`config.mk`:
```
export PLATFORM = sky130hd
export DESIGN_NAME = mt_cell
export DESIGN_NICKNAME = d
export VERILOG_FILES = /design/src/hw/rtl/mt_pkg.sv /design/src/hw/rtl/mt_cell.sv
export SDC_FILE = /design/constraint.sdc
export NUM_CORES = 1
export LEC_CHECK = 0
export BUFFER_PORTS_ARGS = -buffer_cell sky130_fd_sc_hd__clkbuf_2
export CORE_MARGIN = 1.5
export CORE_UTILIZATION = 35
export DETAILED_ROUTE_END_ITERATION = 6
export PLACE_DENSITY = 0.68
export SYNTH_ARGS = -nofsm -noshare
export SYNTH_HDL_FRONTEND = slang
export SYNTH_SLANG_ARGS = --single-unit
```
`constraint.sdc`:
```
create_clock -name clk -period 0.8 [get_ports clk]
set_input_delay 0 -clock clk [delete_from_list [all_inputs] [get_ports clk]]
set_output_delay 0 -clock clk [all_outputs]
set_load 0.02 [all_outputs]
```
`src/hw/rtl/mt_pkg.sv`:
```
package mt_pkg;

  localparam int WORD_W       = 32;
  localparam int STATE_WORDS  = 624;
  localparam int TWIST_OFFSET = 397;

  localparam logic [WORD_W-1:0] TWIST_VECTOR = 32'h9908b0df;
  localparam logic [WORD_W-1:0] HIGH_BIT     = 32'h80000000;
  localparam logic [WORD_W-1:0] LOW_BITS     = 32'h7fffffff;
  localparam logic [WORD_W-1:0] SEED_MULT    = 32'd1812433253;
  localparam logic [WORD_W-1:0] TEMPER_B     = 32'h9d2c5680;
  localparam logic [WORD_W-1:0] TEMPER_C     = 32'hefc60000;
  localparam logic [WORD_W-1:0] DEFAULT_SEED = 32'd5489;

  typedef enum logic [1:0] {
    ST_RUN,
    ST_SEED,
    ST_DRAW
  } mt_state_t;

  typedef struct packed {
    logic seeding;
    logic seed_first;
  } mt_feed_ctrl_t;

  function automatic logic [WORD_W-1:0] temper(input logic [WORD_W-1:0] y);
    logic [WORD_W-1:0] t;
    t = y ^ (y >> 11);
    t = t ^ ((t << 7) & TEMPER_B);
    t = t ^ ((t << 15) & TEMPER_C);
    t = t ^ (t >> 18);
    return t;
  endfunction

endpackage

```
`src/hw/rtl/mt_cell.sv`:
```
module mt_cell (
  input  logic                      clk,
  input  logic                      shift_en,
  input  logic [mt_pkg::WORD_W-1:0] d,
  output logic [mt_pkg::WORD_W-1:0] q
);

  logic [mt_pkg::WORD_W-1:0] word_r;

  always_ff @(posedge clk) begin
    if (shift_en) begin
      word_r <= d;
    end
  end

  assign q = word_r;

endmodule

```
# After elaboration in Yosys (flattened, before gate mapping)
# Index checks and enable logic that the tools add are counted.
[word_totals]
ff_bits = 32
out_inout_bits = 32

# Longest topological paths before layout
[depth]
depth_word = 0
ltp_mapped = 0
ltp_nobuf = 0

# Least setup slack after synthesis
# Ideal clock, no wire load.
[synth_path]
path_kind = "register to output"
start = "reg word_r (netlist bit q[0])"
end = "out q[0] in the netlist's numbering"
arrival_time_ps = 449
setup_slack_ps = 351
path_stages_with_launch = 1
path_buffers = 0
path_cell_list = "edfxtp_1"
[synth_lines]
columns = ["element", "line_no", "rtl"]
rows = [
  ["from (decl)", "mt_cell.sv:8", "logic [mt_pkg::WORD_W-1:0] word_r;"],
  ["from (signal assigned)", "mt_cell.sv:12", "word_r <= d;"],
  ["to (decl)", "mt_cell.sv:5", "output logic [mt_pkg::WORD_W-1:0] q"],
]
# No word-level cell between the ends.

# Worst setup path after layout
[layout_path]
start = "reg word_r (netlist bit q[8])"
end = "out q[8] in the netlist's numbering"
# No word-level cell between the ends.

==> results by group <==
Timing
  • Max-slew violations: 0
  • Crit path time final: 0.896 ns
  • Worst Tran Pin Value: 0.127 ns
  • Final setup fails: 32
  • Final Hold Fails: 0
  • RSZ-0062 raised after global routing: true
  • Relative slew slack: 91.6%
  • Final worst-path cycle share: 112%
  • Max Freq: 1120 MHz
  • Final WS setup: -0.0958 ns

Route
  • Via count: 702
  • Drt via density: 4.15
  • ANT nets after route: 0
  • Initial DRC count: 3
  • Avg WL per Cell: 12.5 um
  • DR pass1 iterations: 2
  • Final wirelength: 2110 um
  • Drc violations: 0

Cells and area
  • Area used by multi-input combinational logic: 0 um2
  • Proportion of layout cells with a drive suffix above 1: 53.2%
  • Ant diodes: 0
  • Layout Nets: 172
  • Commonest non-fill, non-tap cell in the layout: clkbuf_2
  • Layout area overhead: 90.4%
  • Most frequent cells in the layout: 34 x clkbuf_2, 32 x dlygate4sd3_1, 32 x edfxtp_1
  • Fin util: 71.9%
  • Multi-input gate count: 0
  • Post-route insts no fill: 169
  • Max reg flops: 32

Die
  • Die ar.: 0.00307 mm2
  • Die height: 55.4 um
  • Initial Util: 37.8%
  • Core footprint: 0.00254 mm2
  • Core Rows: 18
  • DIE WIDTH: 55.4 um
  • IO Pins: 66

Clock tree
  • H-tree levels: 2
  • Num CTS Buffers: 5
  • Sink Count: 32
  • Clk slew on worst S/H paths: 0.10 ns
  • CTS root buf: clkbuf_4
  • Postcts setup bufs: 0
  • Clock Path Buffers: 2
  • TritonCTS clock tree: yes

Setup path
  • Setup CP Type: register to primary output
  • Req. time, crit path: 0.80 ns
  • CP delay by family, top: flip-flops
  • Critical Path Max Stage Delay: 0.42 ns
  • CP Launch Type: register
  • CP Data Arrival Time: 0.90 ns
  • Slowest CP cell: edfxtp_1
  • CP Max Fanout: 1
  • CP cell instances: buf_6
  • Setup crit end kind: primary output
  • Crit path buf inv count: 1

Place
  • Placed Cells: 129
  • GPL Wtd Cong: 0.649
  • PortBufs: 65
  • Pre-CTS setup slack: 0.174 ns

Power
  • Power Dens Cells: 1900 mW/mm2
  • P_leak: 0.793 nW
  • Peak supply drop: 1.69 mV

Logic synthesis
  • Post-synthesis cell type with the largest combined area: edfxtp_1
  • Share of the synthesized area in the top cell type: 100%
  • Post-synthesis net count: 66
  • Netlist Area Pre-Place: 961 um2
  • Cells after Synth: 32
  • Seq/Total Area, Yosys: 100%
  • Synthesized area per cell: 30.0 um2
  • Number of synthesized register bits: 32
  • Synthesis Warnings: 0
  • Top cells by area, synth: edfxtp_1 100%
  • Post-synthesis cell type count: 1

Global routing
  • First-pass GRT wire length: 3240 um
  • Largest net degree at the start of global routing: 19
  • Gr ovfl total: 0
  • Vias in the first global route: 737
  • GRT Overall Usage: 15.1%
  • Initial antenna violation count: 0

Worst hold path
  • Hold crit path type: primary input to register

Run status
  • Status: finished, violations left
  • Failing checks: setup timing

Job
  • Max Cap Viol: 0
[what timing repair did]
item	CTS	global route
hold buffers	32	0
hold endpoints to repair	32	0
endpoints found under the setup margin	32	32
gates resized for setup	0	61
[worst paths after layout]
kind                      from    end  slack, ns  cells after the start
worst max-delay path      q[8]   q[8]       -0.1                      1
worst min-delay path  shift_en  q[29]       0.11                      2
[power breakdown]
group / switching, mW / leakage [nW] / total [mW] / internal [mW]
registers: 0.0433 / 0.313 / 2.03 / 1.99
logic: 0.287 / 0.447 / 0.615 / 0.328
clock network: 0.509 / 0.0324 / 0.831 / 0.322
total: 0.840 / 0.793 / 3.48 / 2.64
[synthesized netlist by cell type]
| master | instances |
|---|---|
| edfxtp_1 | 32 |
[metal layers]
layer	track usage, %	wire length, um	part of all wire (%)	vias to the layer above
li1	-	-	-	341
met4	6.27	13	0.62	0
met2	26.5	1220	58	37
met1	13.6	730	35	322
met3	9.37	149	7.1	2
met5	0	0	0	-
[through the flow]
stage	hold WS, ns	power (mW)	cell area (um2)	TNS, ns
3_5_place_dp	0.179	2.48	1360	0
4_1_cts	0.0916	3.44	1740	-2.45
6_report	0.106	3.48	1830	-1.69
3_3_place_gp	0.178	2.47	1360	0
5_1_grt	0.0825	3.64	1830	-3.81
2_1_floorplan	0.0989	2.24	961	0
[cell families (layout without fill, tap and decap cells)]
logic type,Yosys count,count (layout),share of synthesized area (%)
buf+inv,0,107,0
flops,32,32,100
[area by class of cell]
cell class | count | area [um2]
Fill cell | 181 | 716
Clock buffer | 5 | 37.5
Sequential cell | 32 | 961
Tap cell | 30 | 37.5
Timing Repair Buffer | 99 | 779
Clock inverter | 3 | 13.8
(Power assumes the default switching activity.)
