**config.mk**
```make
export PLATFORM = sky130hd
export DESIGN_NAME = mt_out_stage_flat
export DESIGN_NICKNAME = d
export VERILOG_FILES = /design/src/hw/rtl/mt_pkg.sv /design/src/hw/rtl/mt_if.sv /design/src/hw/rtl/mt_out_stage.sv /design/src/flat_wrapper.sv
export SDC_FILE = /design/constraint.sdc
export NUM_CORES = 1
export LEC_CHECK = 0
export BUFFER_PORTS_ARGS = -buffer_cell sky130_fd_sc_hd__buf_2
export CORE_MARGIN = 2
export CORE_UTILIZATION = 50
export CTS_BUF_LIST = sky130_fd_sc_hd__clkbuf_16
export DETAILED_ROUTE_END_ITERATION = 10
export PLACE_DENSITY = 0.86
export SLEW_MARGIN = 20
export SYNTH_ARGS = -nofsm -noshare
export SYNTH_HDL_FRONTEND = slang
export SYNTH_SLANG_ARGS = --single-unit
```
**constraint.sdc**
```tcl
create_clock -name clk -period 4.1 [get_ports clk]
set_clock_uncertainty 0.05 [all_clocks]
set_input_delay 0.41 -clock clk [delete_from_list [all_inputs] [get_ports clk]]
set_output_delay 0.41 -clock clk [all_outputs]
set_load 0.03 [all_outputs]
```
**src/hw/rtl/mt_pkg.sv**
```systemverilog
package mt_pkg;

  localparam int WORD_W       = 32;
  localparam int STATE_WORDS  = 624;
  localparam int TWIST_OFFSET = 397;

  localparam logic [WORD_W-1:0] TWIST_VECTOR = 32'h9908b0df;
  localparam logic [WORD_W-1:0] HIGH_BIT     = 32'h80000000;
  localparam logic [WORD_W-1:0] LOW_BITS     = 32'h7fffffff;
  localparam logic [WORD_W-1:0] SEED_MULT    = 32'd1812433253;
  localparam logic [WORD_W-1:0] TEMPER_B     = 32'h9d2c5680;
  localparam logic [WORD_W-1:0] TEMPER_C     = 32'hefc60000;
  localparam logic [WORD_W-1:0] DEFAULT_SEED = 32'd5489;

  typedef enum logic [1:0] {
    ST_RUN,
    ST_SEED,
    ST_DRAW
  } mt_state_t;

  typedef struct packed {
    logic seeding;
    logic seed_first;
  } mt_feed_ctrl_t;

  function automatic logic [WORD_W-1:0] temper(input logic [WORD_W-1:0] y);
    logic [WORD_W-1:0] t;
    t = y ^ (y >> 11);
    t = t ^ ((t << 7) & TEMPER_B);
    t = t ^ ((t << 15) & TEMPER_C);
    t = t ^ (t >> 18);
    return t;
  endfunction

endpackage

```
**src/hw/rtl/mt_if.sv**
```systemverilog


interface mt_word_if;
  logic                      valid;
  logic                      ready;
  logic [mt_pkg::WORD_W-1:0] value;

  modport source (output valid, output value, input ready);
  modport sink (input valid, input value, output ready);
endinterface

```
**src/hw/rtl/mt_out_stage.sv**
```systemverilog
module mt_out_stage (
  input  logic                      clk,
  input  logic                      rst_n,
  input  logic                      load,
  input  logic [mt_pkg::WORD_W-1:0] word,
  output logic                      free,
  mt_word_if.source                 out_ch
);

  logic                      valid_r;
  logic                      valid_nxt;
  logic [mt_pkg::WORD_W-1:0] value_r;

  assign free = !valid_r || out_ch.ready;

  always_comb begin
    valid_nxt = valid_r;
    if (load) begin
      valid_nxt = 1'b1;
    end else if (out_ch.ready) begin
      valid_nxt = 1'b0;
    end
  end

  always_ff @(posedge clk) begin
    if (!rst_n) begin
      valid_r <= 1'b0;
    end else begin
      valid_r <= valid_nxt;
    end
  end

  always_ff @(posedge clk) begin
    if (load) begin
      value_r <= mt_pkg::temper(word);
    end
  end

  assign out_ch.valid = valid_r;
  assign out_ch.value = value_r;

endmodule

```
**src/flat_wrapper.sv**
```systemverilog
// flat-port wrapper written by rule: the top's interface ports become plain ports
module mt_out_stage_flat 
  (clk, rst_n, load, word, free, out_ch_valid, out_ch_value, out_ch_ready);
  mt_word_if out_ch_i ();
  input  logic clk;
  input  logic rst_n;
  input  logic load;
  input  logic [mt_pkg::WORD_W-1:0] word;
  output logic free;
  output wire logic [$bits(out_ch_i.valid)-1:0] out_ch_valid;
  output wire logic [$bits(out_ch_i.value)-1:0] out_ch_value;
  input wire logic [$bits(out_ch_i.ready)-1:0] out_ch_ready;
  assign out_ch_valid = out_ch_i.valid;
  assign out_ch_value = out_ch_i.value;
  assign out_ch_i.ready = out_ch_ready;
  mt_out_stage u_core (.clk(clk), .rst_n(rst_n), .load(load), .word(word), .free(free), .out_ch(out_ch_i));
endmodule
```
Word-level counts from Yosys, hierarchy flattened
Index checks and enable logic that the tools add are counted.
{"block": "totals", "reg_bits": 33, "input_bits": 36, "out_inout_bits": 34}
{"block": "op_classes", "muxes": 2, "bitwise_logic": 4, "n_reduce_logical": 3}
{"cell": "32-bit XOR", "n": 2}
{"cell": "32-bit by 14-bit XOR with 32-bit output", "n": 1}
{"cell": "32-bit by 21-bit XOR with 32-bit output", "n": 1}
{"cell": "1-bit 2-to-1 mux", "n": 2}
{"cell": "2-bit nonzero test", "n": 1}
{"cell": "1-bit zero test", "n": 1}
{"cell": "1-bit logical OR", "n": 1}

Longest topological paths before layout
{"block": "depth", "depth_word": 4, "ltp_mapped": 3, "ltp_nobuf": 3}

Worst setup path before layout
Ideal clock, no wire load.
{"block": "synth_timing", "kind": "in2reg", "from": "input word[7] (netlist name)", "to": "register u_core.value_r (netlist bit u_core.out_ch.value[7]), data pin", "setup_time_ps": 268, "arrival_ps": 1361, "required_ps": 3782, "slack_ps": 2421, "path_stages": 3, "n_path_buf": 0, "cell_sequence": "xnor2_1 -> xor2_2 -> xnor3_1"}
{"block": "synth_between", "elab_chain_len": 4}
{"element": "start: declaration", "line": "flat_wrapper.sv:8", "rtl": "input logic [mt_pkg::WORD_W-1:0] word;"}
{"element": "32-bit by 21-bit XOR with 32-bit output", "line": "mt_pkg.sv:28", "rtl": "t = y ^ (y >> 11);"}
{"element": "32-bit XOR", "line": "mt_pkg.sv:29", "rtl": "t = t ^ ((t << 7) & TEMPER_B);"}
{"element": "32-bit XOR", "line": "mt_pkg.sv:30", "rtl": "t = t ^ ((t << 15) & TEMPER_C);"}
{"element": "32-bit by 14-bit XOR with 32-bit output", "line": "mt_pkg.sv:31", "rtl": "t = t ^ (t >> 18);"}
{"element": "end signal: assignment", "line": "mt_out_stage.sv:35", "rtl": "value_r <= mt_pkg::temper(word);"}
{"element": "end: declaration", "line": "mt_out_stage.sv:12", "rtl": "logic [mt_pkg::WORD_W-1:0] value_r;"}
Every way passes these cells.
A chain may end at the register's enable or synchronous reset.

Worst setup path after layout
Same ends and word-level chain as after synthesis.

==> out/results.ini <==
[final_layout]
seqCellArea_um2 = 980.9
syn2layout_area_growth_pct = 33.28
final_area_mm2 = 0.002150
finish.net_count = 210
fillers = 246
drive_above_1_share = 0.4343
multi_input_area_um2 = 628.1
antenna_cells = 0

[worst_setup_path]
crit_path_start_kind = primary input
crit_path_top_delay_cell = xnor3_1
path_class = primary input to register
critPathArrivalTime_ps = 1600
slowest_delay_ps = 450
reg2reg_depth = 2
critPathTopFamily = XOR/XNOR gates
crit_path_end_kind = register
path_buf_inv = 1
path_max_fanout = 4
cp.depth = 4
cp.required_ps = 4060
cp_cell_sequence = buf_2 > xnor2_1 > xor2_2 > xnor3_1

[floorplan]
core_mm2 = 0.003053
die_w_um = 60.80
fp.dieH_um = 60.80
initial_core_util = 0.5283
io_pins = 70
die_area_mm2 = 0.003696
row_count = 20

[sta]
max_slew_margin = 0.5320
period_share = 0.4008
worst_slew_pin_slew_ps = 701.9
fin_crit_ps = 1643
rsz0062_at_grt = no
hold_viol = 0
tns_ps = 0
max_freq_ghz = 0.6086
finalSetupViolations = 0
slew_viol_final = 0

[logic_synthesis]
synthesis.nets = 134
yosysWarnings = 0
seq_area_frac_synth = 0.6082
avgSynthCellArea_um2 = 16.46
synth.ff_latch_count = 33
synth.cell_area_mm2 = 0.001613
synth_cells = 98
synth_cell_type_count = 11

[clock_network]
clk_pin_slew_ps = 50
cts_resized = 0
clock-sinks = 33
cts_htree_levels = 2
post_cts_buffers = 0
clockBufferDepth = 2
insertion_delay_ps = 270
cts_tree = yes
cts-buffers-inserted = 5
ctsHoldBuffers = 0
cts-root-buf = clkbuf_16

[run_status]
status = finished clean

[pwr]
leakage_nw = 0.9104
powerDensity_mw_per_mm2 = 531.0
p_seq_frac = 0.409
power.share.clock = 0.292
netSwitchingFraction = 0.3021
internal_power_mw = 0.7966
p_switching_mw = 0.3449
power_frac_comb = 0.299
irDropWorstVdd_mv = 0.2772

[global_routing]
grt_pass1_wl_um = 4353
grt_start_max_net_pins = 34
overflow = 0
grt_usage = 0.1701
antenna_found_initial = 0
grt_pass1_vias = 999

[placed_design]
dpl.hpwl_um = 2217
finalWeightedCongestion = 0.7841
portBuffers = 69
dpl-instance-area_mm2 = 0.002013

[detailed_routing]
num_vias = 985
drt_iter0_markers = 16
routedWlPerCell_um = 12.57
ant_nets = 0
drcViolationCount = 0
drtPass1Iterations = 3
wl_um = 2753
avgViaCountPerCell = 4.498

[worst_hold_path]
hp-class = primary input to register
min_path_cells = 2

[job]
maxCapViolations = 0

==> layout by cell type (no fill, tap or decap) <==
master and instances:
buf_2 69, xnor2_1 38, edfxtp_1 32, xor2_1 18, clkbuf_16 5, inv_1 4, xnor3_1 3, xnor2_2 1
xor2_2 1, xor3_1 1, nand2b_1 1, a21boi_0 1, dfxtp_1 1
==> per-layer routing <==
layer  vias up  routed length (µm)  global-route usage
li1        485                   -                   -
met1       467                 964              0.1676
met2        29                1596              0.3164
met3         4                 151             0.06183
met4         0                  41             0.07453
met5         -                   0                   0
==> path summary, 6_finish.rpt <==
path	from	endpoint	slack, ps
max	word[7]	u_core.out_ch.value[7]	2460
min	rst_n	u_core.out_ch.valid	340
max reg2reg	u_core.out_ch.valid	u_core.out_ch.valid	3440
min reg2reg	u_core.out_ch.valid	u_core.out_ch.valid	450
==> synth_stat cells <==
library cell / number / area share
nand2b_1: 1 / 0.0039
xnor2_1: 38 / 0.21
dfxtp_1: 1 / 0.012
xor2_2: 1 / 0.010
edfxtp_1: 32 / 0.60
a21boi_0: 1 / 0.0047
inv_1: 1 / 0.0023
xnor3_1: 3 / 0.042
xnor2_2: 1 / 0.010
xor2_1: 18 / 0.098
xor3_1: 1 / 0.015
==> registers in the layout, indices dropped and copies added, names as in the netlist <==
name	cells
u_core.out_ch.value	32
u_core.out_ch.valid	1
==> power by group through the flow <==
stage                     combinational [mW]  sequential [mW]  clock, mW
after CTS                              0.347            0.467      0.339
final                                  0.342            0.467      0.333
after floorplan                        0.121            0.596          0
after global placement                 0.338            0.470          0
after global routing                   0.367            0.472      0.357
after detailed placement               0.347            0.472          0
==> cells by family after synthesis <==
| group | Yosys count | synth area share |
|---|---|---|
| AOI/OAI and AO/OA | 1 | 0.004657 |
| xor gates and xnor gates | 62 | 0.3809 |
| buffers and inverters | 1 | 0.002325 |
| DFF | 33 | 0.6082 |
| and+or+nand+nor | 1 | 0.003881 |
==> area by class of cell <==
| cell class | instances | area share |
|---|---|---|
| clock buffers | 5 | 0.05821 |
| clock inverters | 3 | 0.005239 |
| inverters | 1 | 0.001746 |
| multi-input cells | 64 | 0.2922 |
| flip-flops and latches | 33 | 0.4563 |
| well taps | 44 | 0.02561 |
| repair buffers | 69 | 0.1607 |
==> through the flow <==
stage	setup WS, ps	cells	total power, mW	hold WS, ps	util
after floorplan	2421	98	0.7166	472.5	-
after global placement	2263	211	0.8083	429.4	0.6594
after detailed placement	2151	211	0.8188	450.7	0.6594
after CTS	2437	219	1.153	340.7	0.7041
after global routing	2384	219	1.196	343.0	0.7041
final	2457	219	1.141	343.1	0.7041
==> worst reg2reg max path: stages (launching register included) <==
cell and delay (ps):
dfxtp_1 320, nand2b_1 60, a21boi_0 150
Power figures use the tool's default switching activity.
