===== src/hw/rtl/mt_pkg.sv =====
package mt_pkg;

  localparam int WORD_W       = 32;
  localparam int STATE_WORDS  = 624;
  localparam int TWIST_OFFSET = 397;

  localparam logic [WORD_W-1:0] TWIST_VECTOR = 32'h9908b0df;
  localparam logic [WORD_W-1:0] HIGH_BIT     = 32'h80000000;
  localparam logic [WORD_W-1:0] LOW_BITS     = 32'h7fffffff;
  localparam logic [WORD_W-1:0] SEED_MULT    = 32'd1812433253;
  localparam logic [WORD_W-1:0] TEMPER_B     = 32'h9d2c5680;
  localparam logic [WORD_W-1:0] TEMPER_C     = 32'hefc60000;
  localparam logic [WORD_W-1:0] DEFAULT_SEED = 32'd5489;

  typedef enum logic [1:0] {
    ST_RUN,
    ST_SEED,
    ST_DRAW
  } mt_state_t;

  typedef struct packed {
    logic seeding;
    logic seed_first;
  } mt_feed_ctrl_t;

  function automatic logic [WORD_W-1:0] temper(input logic [WORD_W-1:0] y);
    logic [WORD_W-1:0] t;
    t = y ^ (y >> 11);
    t = t ^ ((t << 7) & TEMPER_B);
    t = t ^ ((t << 15) & TEMPER_C);
    t = t ^ (t >> 18);
    return t;
  endfunction

endpackage


===== src/hw/rtl/mt_feed.sv =====
module mt_feed #(
  parameter int IDX_W = 10
) (
  input  mt_pkg::mt_feed_ctrl_t     ctrl,
  input  logic [mt_pkg::WORD_W-1:0] seed,
  input  logic [IDX_W-1:0]          idx,
  input  logic [mt_pkg::WORD_W-1:0] tail,
  input  logic [mt_pkg::WORD_W-1:0] head,
  input  logic [mt_pkg::WORD_W-1:0] head_next,
  input  logic [mt_pkg::WORD_W-1:0] far,
  output logic [mt_pkg::WORD_W-1:0] word
);

  logic [mt_pkg::WORD_W-1:0] mix;
  logic [mt_pkg::WORD_W-1:0] prod;
  logic [mt_pkg::WORD_W-1:0] recur;
  logic [mt_pkg::WORD_W-1:0] y;
  logic [mt_pkg::WORD_W-1:0] twisted;

  always_comb begin
    // knuth recurrence on the newest word
    mix   = tail ^ (tail >> 30);
    prod  = mix * mt_pkg::SEED_MULT;
    recur = prod + {{(mt_pkg::WORD_W-IDX_W){1'b0}}, idx};

    y       = (head & mt_pkg::HIGH_BIT) | (head_next & mt_pkg::LOW_BITS);
    twisted = far ^ (y >> 1);
    if (y[0]) begin
      twisted = twisted ^ mt_pkg::TWIST_VECTOR;
    end

    if (ctrl.seeding) begin
      word = ctrl.seed_first ? seed : recur;
    end else begin
      word = twisted;
    end
  end

endmodule


===== config.mk =====
export PLATFORM = sky130hd
export DESIGN_NAME = mt_feed
export DESIGN_NICKNAME = d
export VERILOG_FILES = /design/src/hw/rtl/mt_pkg.sv /design/src/hw/rtl/mt_feed.sv
export SDC_FILE = /design/constraint.sdc
export NUM_CORES = 1
export LEC_CHECK = 0
export BUFFER_PORTS_ARGS = -buffer_cell sky130_fd_sc_hd__clkbuf_2
export CELL_PAD_IN_SITES_DETAIL_PLACEMENT = 0
export CELL_PAD_IN_SITES_GLOBAL_PLACEMENT = 1
export CORE_UTILIZATION = 44
export DETAILED_ROUTE_END_ITERATION = 8
export GPL_TIMING_DRIVEN = 0
export PLACE_DENSITY = 0.85
export SLEW_MARGIN = 20
export SYNTH_ARGS = -nofsm -noshare
export SYNTH_HDL_FRONTEND = slang
export SYNTH_SLANG_ARGS = --single-unit

===== constraint.sdc =====
create_clock -name vclk -period 8.8
set_input_delay 0.44 -clock vclk [all_inputs]
set_output_delay 0.44 -clock vclk [all_outputs]
set_load 0.02 [all_outputs]

Word-level counts from Yosys, hierarchy flattened --
Index checks and enable logic that the tools add are counted.
Word-level totals: output and inout bits 32, flip-flop bits (word level) 0
Cells by class: multiplexer cells 3, bitwise operators 4, add/subtract/negate cells 1, multiply operators 1
Operators by type and width (count):
- $mux W32 | 3
- $add A32 B10 Y32 | 1
- $mul A32 B31 Y32 const B | 1
- $or A32 B31 Y32 | 1
- $xor A32 B2 Y32 | 1
- $xor A32 B31 Y32 | 1
- $not A15 Y15 | 1

Longest topological paths before layout --
Gate-level depths: netlist of the first run.
depth in word-level cells 5, gate-level depth with buffers 25, depth with buffers taken out 24

Worst setup path before layout of the first run --
No wires, ideal clock.
path type in2out, start input port tail[1] (netlist bit), end output port word[29] (netlist bit), data required time 8.360 ns, arrival time 6.642 ns, buffers on the path 1, stages 25, slack 1.718 ns, cells stage by stage xor2_1 > xor2_1 > ha_1 > or2_2 > ha_1 > inv_1 > fa_1 > inv_1 > ha_1 > fa_1 > fa_1 > fa_1 > inv_1 > fa_1 > inv_1 > ha_1 > buf_2 > nand4_1 > o221ai_1 > o211ai_1 > o2111ai_2 > a2111oi_4 > nor3b_1 > o311ai_1 > a21boi_1
On the way: word-level cells in the longest chain between the ends 5
RTL lines:
- start: declaration | RTL line mt_feed.sv:7 | input logic [mt_pkg::WORD_W-1:0] tail,
- $xor A32 B2 Y32 | RTL line mt_feed.sv:22 | mix = tail ^ (tail >> 30);
- $mul A32 B31 Y32 | RTL line mt_feed.sv:23 | prod = mix * mt_pkg::SEED_MULT;
- $add A32 B10 Y32 | RTL line mt_feed.sv:24 | recur = prod + {{(mt_pkg::WORD_W-IDX_W){1'b0}}, idx};
- $mux W32 | RTL line mt_feed.sv:33 | word = ctrl.seed_first ? seed : recur;
- $mux W32 | RTL line mt_feed.sv:32 | if (ctrl.seeding) begin
- end: declaration | RTL line mt_feed.sv:11 | output logic [mt_pkg::WORD_W-1:0] word
Every way passes these cells.

Worst setup path after layout of the first run --
start input port tail[30] (netlist bit), end output port word[29] (netlist bit)
Same word-level chain as after synthesis.

==> flow_summary.json, run 1 <==
{
  "drtIter0Drc": 253,
  "port_buffers": 169,
  "dp_cells": 1445,
  "netlist_area_mm2": 0.00939,
  "min_path_type": "in -> out",
  "cts_setup_buffers": 0,
  "worstSetupEndpointType": "output pin",
  "synth_top_area_cell": "fa_1",
  "rsz0062_at_grt": "no",
  "die_h_um": 148,
  "ctsResizeCount": 0,
  "cp_common_cell": "fa_1",
  "tns_ns": 0,
  "period_needed_ns": 8.24,
  "die_area_mm2": 0.0219,
  "antenna_left": 0,
  "yosysWarnings": 0,
  "critPathMaxFanout": 7,
  "drcViolationCount": 0,
  "die-width_um": 148,
  "grt_max_degree": 11,
  "crit_arrival_ns": 7.80,
  "layout_commonest_cell": "inv_1",
  "synth_top_area_share_pct": 32.6,
  "synth_area_leaders": "fa_1 33%, ha_1 31%, inv_1 10%",
  "slew_violations": 0,
  "cts-hold-fix-buffers": 0,
  "post-route-util_pct": 50.5,
  "track_usage_pct": 21.0,
  "tightest_slew_ns": 1.01,
  "antenna_found_initial": 0,
  "wire_per_inst_um": 15.5,
  "core_area_mm2": 0.0210,
  "syn-num-nets": 1562,
  "dpl-instance-area_mm2": 0.0106,
  "hold_viol": 0,
  "drive_gt1_share_pct": 15.8,
  "final-seq-area_um2": 0,
  "crit_type": "in -> out",
  "drv_cap": 0,
  "pin_count": 204,
  "drt-total-wl_um": 22400,
  "nets": 1733,
  "final_cell_mix": "256 x inv_1, 236 x ha_1, 169 x clkbuf_2",
  "dp_hpwl_um": 20100,
  "critical_path.top_delay_family": "adder cells",
  "crit_required_ns": 8.36,
  "core.rowCount": 53,
  "synth.yosys.seq_area_share_pct": 0,
  "nFlopsAndLatches": 0,
  "final_cells": 1445,
  "via_per_inst": 4.90,
  "cp_slowest_cell": "xor2_1",
  "stdcell_area_mm2": 0.0106,
  "postSynthAreaPerCell_um2": 9.38,
  "overflow": 0,
  "path_buf_inv": 7,
  "initial_utilization_pct": 44.8,
  "slowest_delay_ns": 0.77,
  "finalSetupViolations": 0,
  "status": "completed",
  "max_freq_mhz": 121,
  "syn_inst": 1001,
  "gp_congestion": 0.861,
  "grt_pass1_wl_um": 36600,
  "num_vias": 7084,
  "syn2layout_area_growth_pct": 12.8,
  "grt_pass1_vias": 7493,
  "slew_headroom_pct": 32.6,
  "period_share_pct": 93.6,
  "n_clock_buffer": 0,
  "synth_cell_types": 54,
  "antenna_cells": 0,
  "cp-start-kind": "input port",
  "firstDrtPassIters": 4
}
synthesized netlist by cell type, types with 3 or more instances:
cell / number
o211a_1: 4
o21bai_1: 6
and2_1: 4
inv_1: 256
nor2_1: 8
buf_1: 4
fa_1: 153
nand2_1: 52
or2_2: 3
ha_1: 236
a21oi_1: 39
xnor2_1: 67
a31oi_1: 4
o22ai_1: 3
clkbuf_1: 10
o31ai_1: 6
nor3_1: 3
a211oi_1: 5
mux2i_1: 3
a21o_1: 10
o21ai_0: 24
xor2_1: 36
o21ai_1: 17
o211ai_1: 4
a21boi_1: 3
through the flow:
stage,worst slack [ns],hold WS (ns)
3_3_place_gp,0.457,1.24
3_5_place_dp,0.508,1.24
4_1_cts,0.486,1.24
2_1_floorplan,1.72,1.09
6_report,0.565,1.24
5_1_grt,0.0763,1.27
tightest hold or removal path: cells and delay by family:
kind	cells	cell delay (ns)
buf+inv	2	0.23
compound gates	1	0.07
simple gates	1	0.05
cell families (layout without fill, tap and decap cells):
kind of cell / after synthesis / count (layout) / share of synthesized area (%)
AO/OA/AOI/OAI: 149 / 149 / 11.1
XOR/XNOR: 103 / 103 / 9.61
adder cells (fa/ha/maj): 389 / 389 / 64.1
buffers and inverters: 273 / 442 / 10.9
multiplexers: 3 / 3 / 0.320
AND/OR/NAND/NOR: 84 / 84 / 3.97
metal layers:
metal | global-route usage [%] | vias up | routed length [um]
met5 | 0 | - | 0
met4 | 4.48 | 0 | 471
li1 | - | 3551 | -
met3 | 1.69 | 31 | 1010
met2 | 37.9 | 182 | 10800
met1 | 27.5 | 3320 | 10100
path summary, 6_finish.rpt:
kind,from,to,slack [ns],cells after the start
min,seed[17],word[17],1.24,4
max,tail[30],word[29],0.56,27
cell type report:
class | instances | area [um^2]
timing repair buffer | 169 | 846
fill | 1954 | 10400
buffer | 16 | 62.6
tap | 275 | 344
multi-input combinational | 728 | 8370
inverter | 257 | 965
Power of run 1 is left out: the tool's default activity adds up to more than one toggle a clock period on the data nets, which glitch-free logic cannot reach.
==> run 2, diff against run 1 <==
- CORE_UTILIZATION: 44 -> 48
- PLACE_DENSITY: 0.85 -> 0.91
- clock period: 8.8 -> 10.5 ns (I/O delays scaled with it)
==> flow_summary.json, run 2 (synthesis gave the netlist of run 1 again) <==
{
  "period_share_pct": 79.3,
  "initial_utilization_pct": 49.5,
  "grt_max_degree": 11,
  "worstSetupEndpointType": "output pin",
  "core_area_mm2": 0.0190,
  "die_h_um": 142,
  "rsz0062_at_grt": "no",
  "pin_count": 204,
  "via_per_inst": 5.04,
  "antenna_found_initial": 0,
  "nets": 1733,
  "grt_pass1_wl_um": 37000,
  "nFlopsAndLatches": 0,
  "layout_commonest_cell": "inv_1",
  "core.rowCount": 50,
  "n_clock_buffer": 0,
  "crit_type": "in -> out",
  "cp-start-kind": "input port",
  "finalSetupViolations": 0,
  "path_buf_inv": 7,
  "slew_violations": 0,
  "crit_required_ns": 9.98,
  "cts_setup_buffers": 0,
  "ctsResizeCount": 0,
  "drt-total-wl_um": 22600,
  "critPathMaxFanout": 7,
  "port_buffers": 169,
  "cts-hold-fix-buffers": 0,
  "dp_hpwl_um": 20200,
  "track_usage_pct": 23.2,
  "tns_ns": 0,
  "antenna_left": 0,
  "drive_gt1_share_pct": 15.8,
  "grt_pass1_vias": 7530,
  "wire_per_inst_um": 15.8,
  "slowest_delay_ns": 0.71,
  "final-seq-area_um2": 0,
  "firstDrtPassIters": 5,
  "die-width_um": 142,
  "final_cell_mix": "256 x inv_1, 236 x ha_1, 169 x clkbuf_2",
  "min_path_type": "in -> out",
  "slew_headroom_pct": 31.7,
  "cp_slowest_cell": "xor2_1",
  "cp_common_cell": "fa_1",
  "status": "completed",
  "drv_cap": 0,
  "critical_path.top_delay_family": "adder cells",
  "drtIter0Drc": 199,
  "num-fill-cells": 1763,
  "die_area_mm2": 0.0201,
  "num_vias": 7212,
  "period_needed_ns": 8.32,
  "crit_arrival_ns": 7.80,
  "gp_congestion": 0.865,
  "max_freq_mhz": 120,
  "drcViolationCount": 0,
  "post-route-util_pct": 55.7,
  "overflow": 0,
  "hold_viol": 0,
  "syn2layout_area_growth_pct": 12.6,
  "tightest_slew_ns": 1.02,
  "antenna_cells": 0
}
-- run 2: worst paths after layout --
| path | cells after the start | to | start | slack (ns) |
|---|---|---|---|---|
| setup / recovery | 27 | word[29] | tail[30] | 2.18 |
| hold / removal | 4 | word[9] | far[9] | 1.44 |
-- run 2: area by class of cell --
class	count	area (um^2)	area share, %
multi-input combinational	728	8370	79.2
buffer	16	62.6	0.592
inverter	257	965	9.13
tap	260	325	3.08
timing repair buffer	169	846	8.01
-- run 2: metal layers --
| layer | GRT usage, % | up-vias | share of wire (%) |
|---|---|---|---|
| met5 | 0 | - | 0 |
| met4 | 4.92 | 0 | 2.3 |
| met3 | 1.35 | 36 | 4.2 |
| met2 | 42.1 | 201 | 48 |
| met1 | 30.6 | 3430 | 45 |
| li1 | - | 3545 | - |
-- run 2: through the flow --
stage	instances	worst slack [ns]	hold slack [ns]	cell area, um^2
final	1430	2.18	1.44	10600
after global routing	1430	1.84	1.47	10600
after CTS	1430	1.96	1.44	10600
after detailed placement	1430	1.96	1.44	10600
after global placement	1430	2.13	1.44	10600
after floorplan	1001	3.25	1.26	9390
Power of run 2 is left out for the same reason.
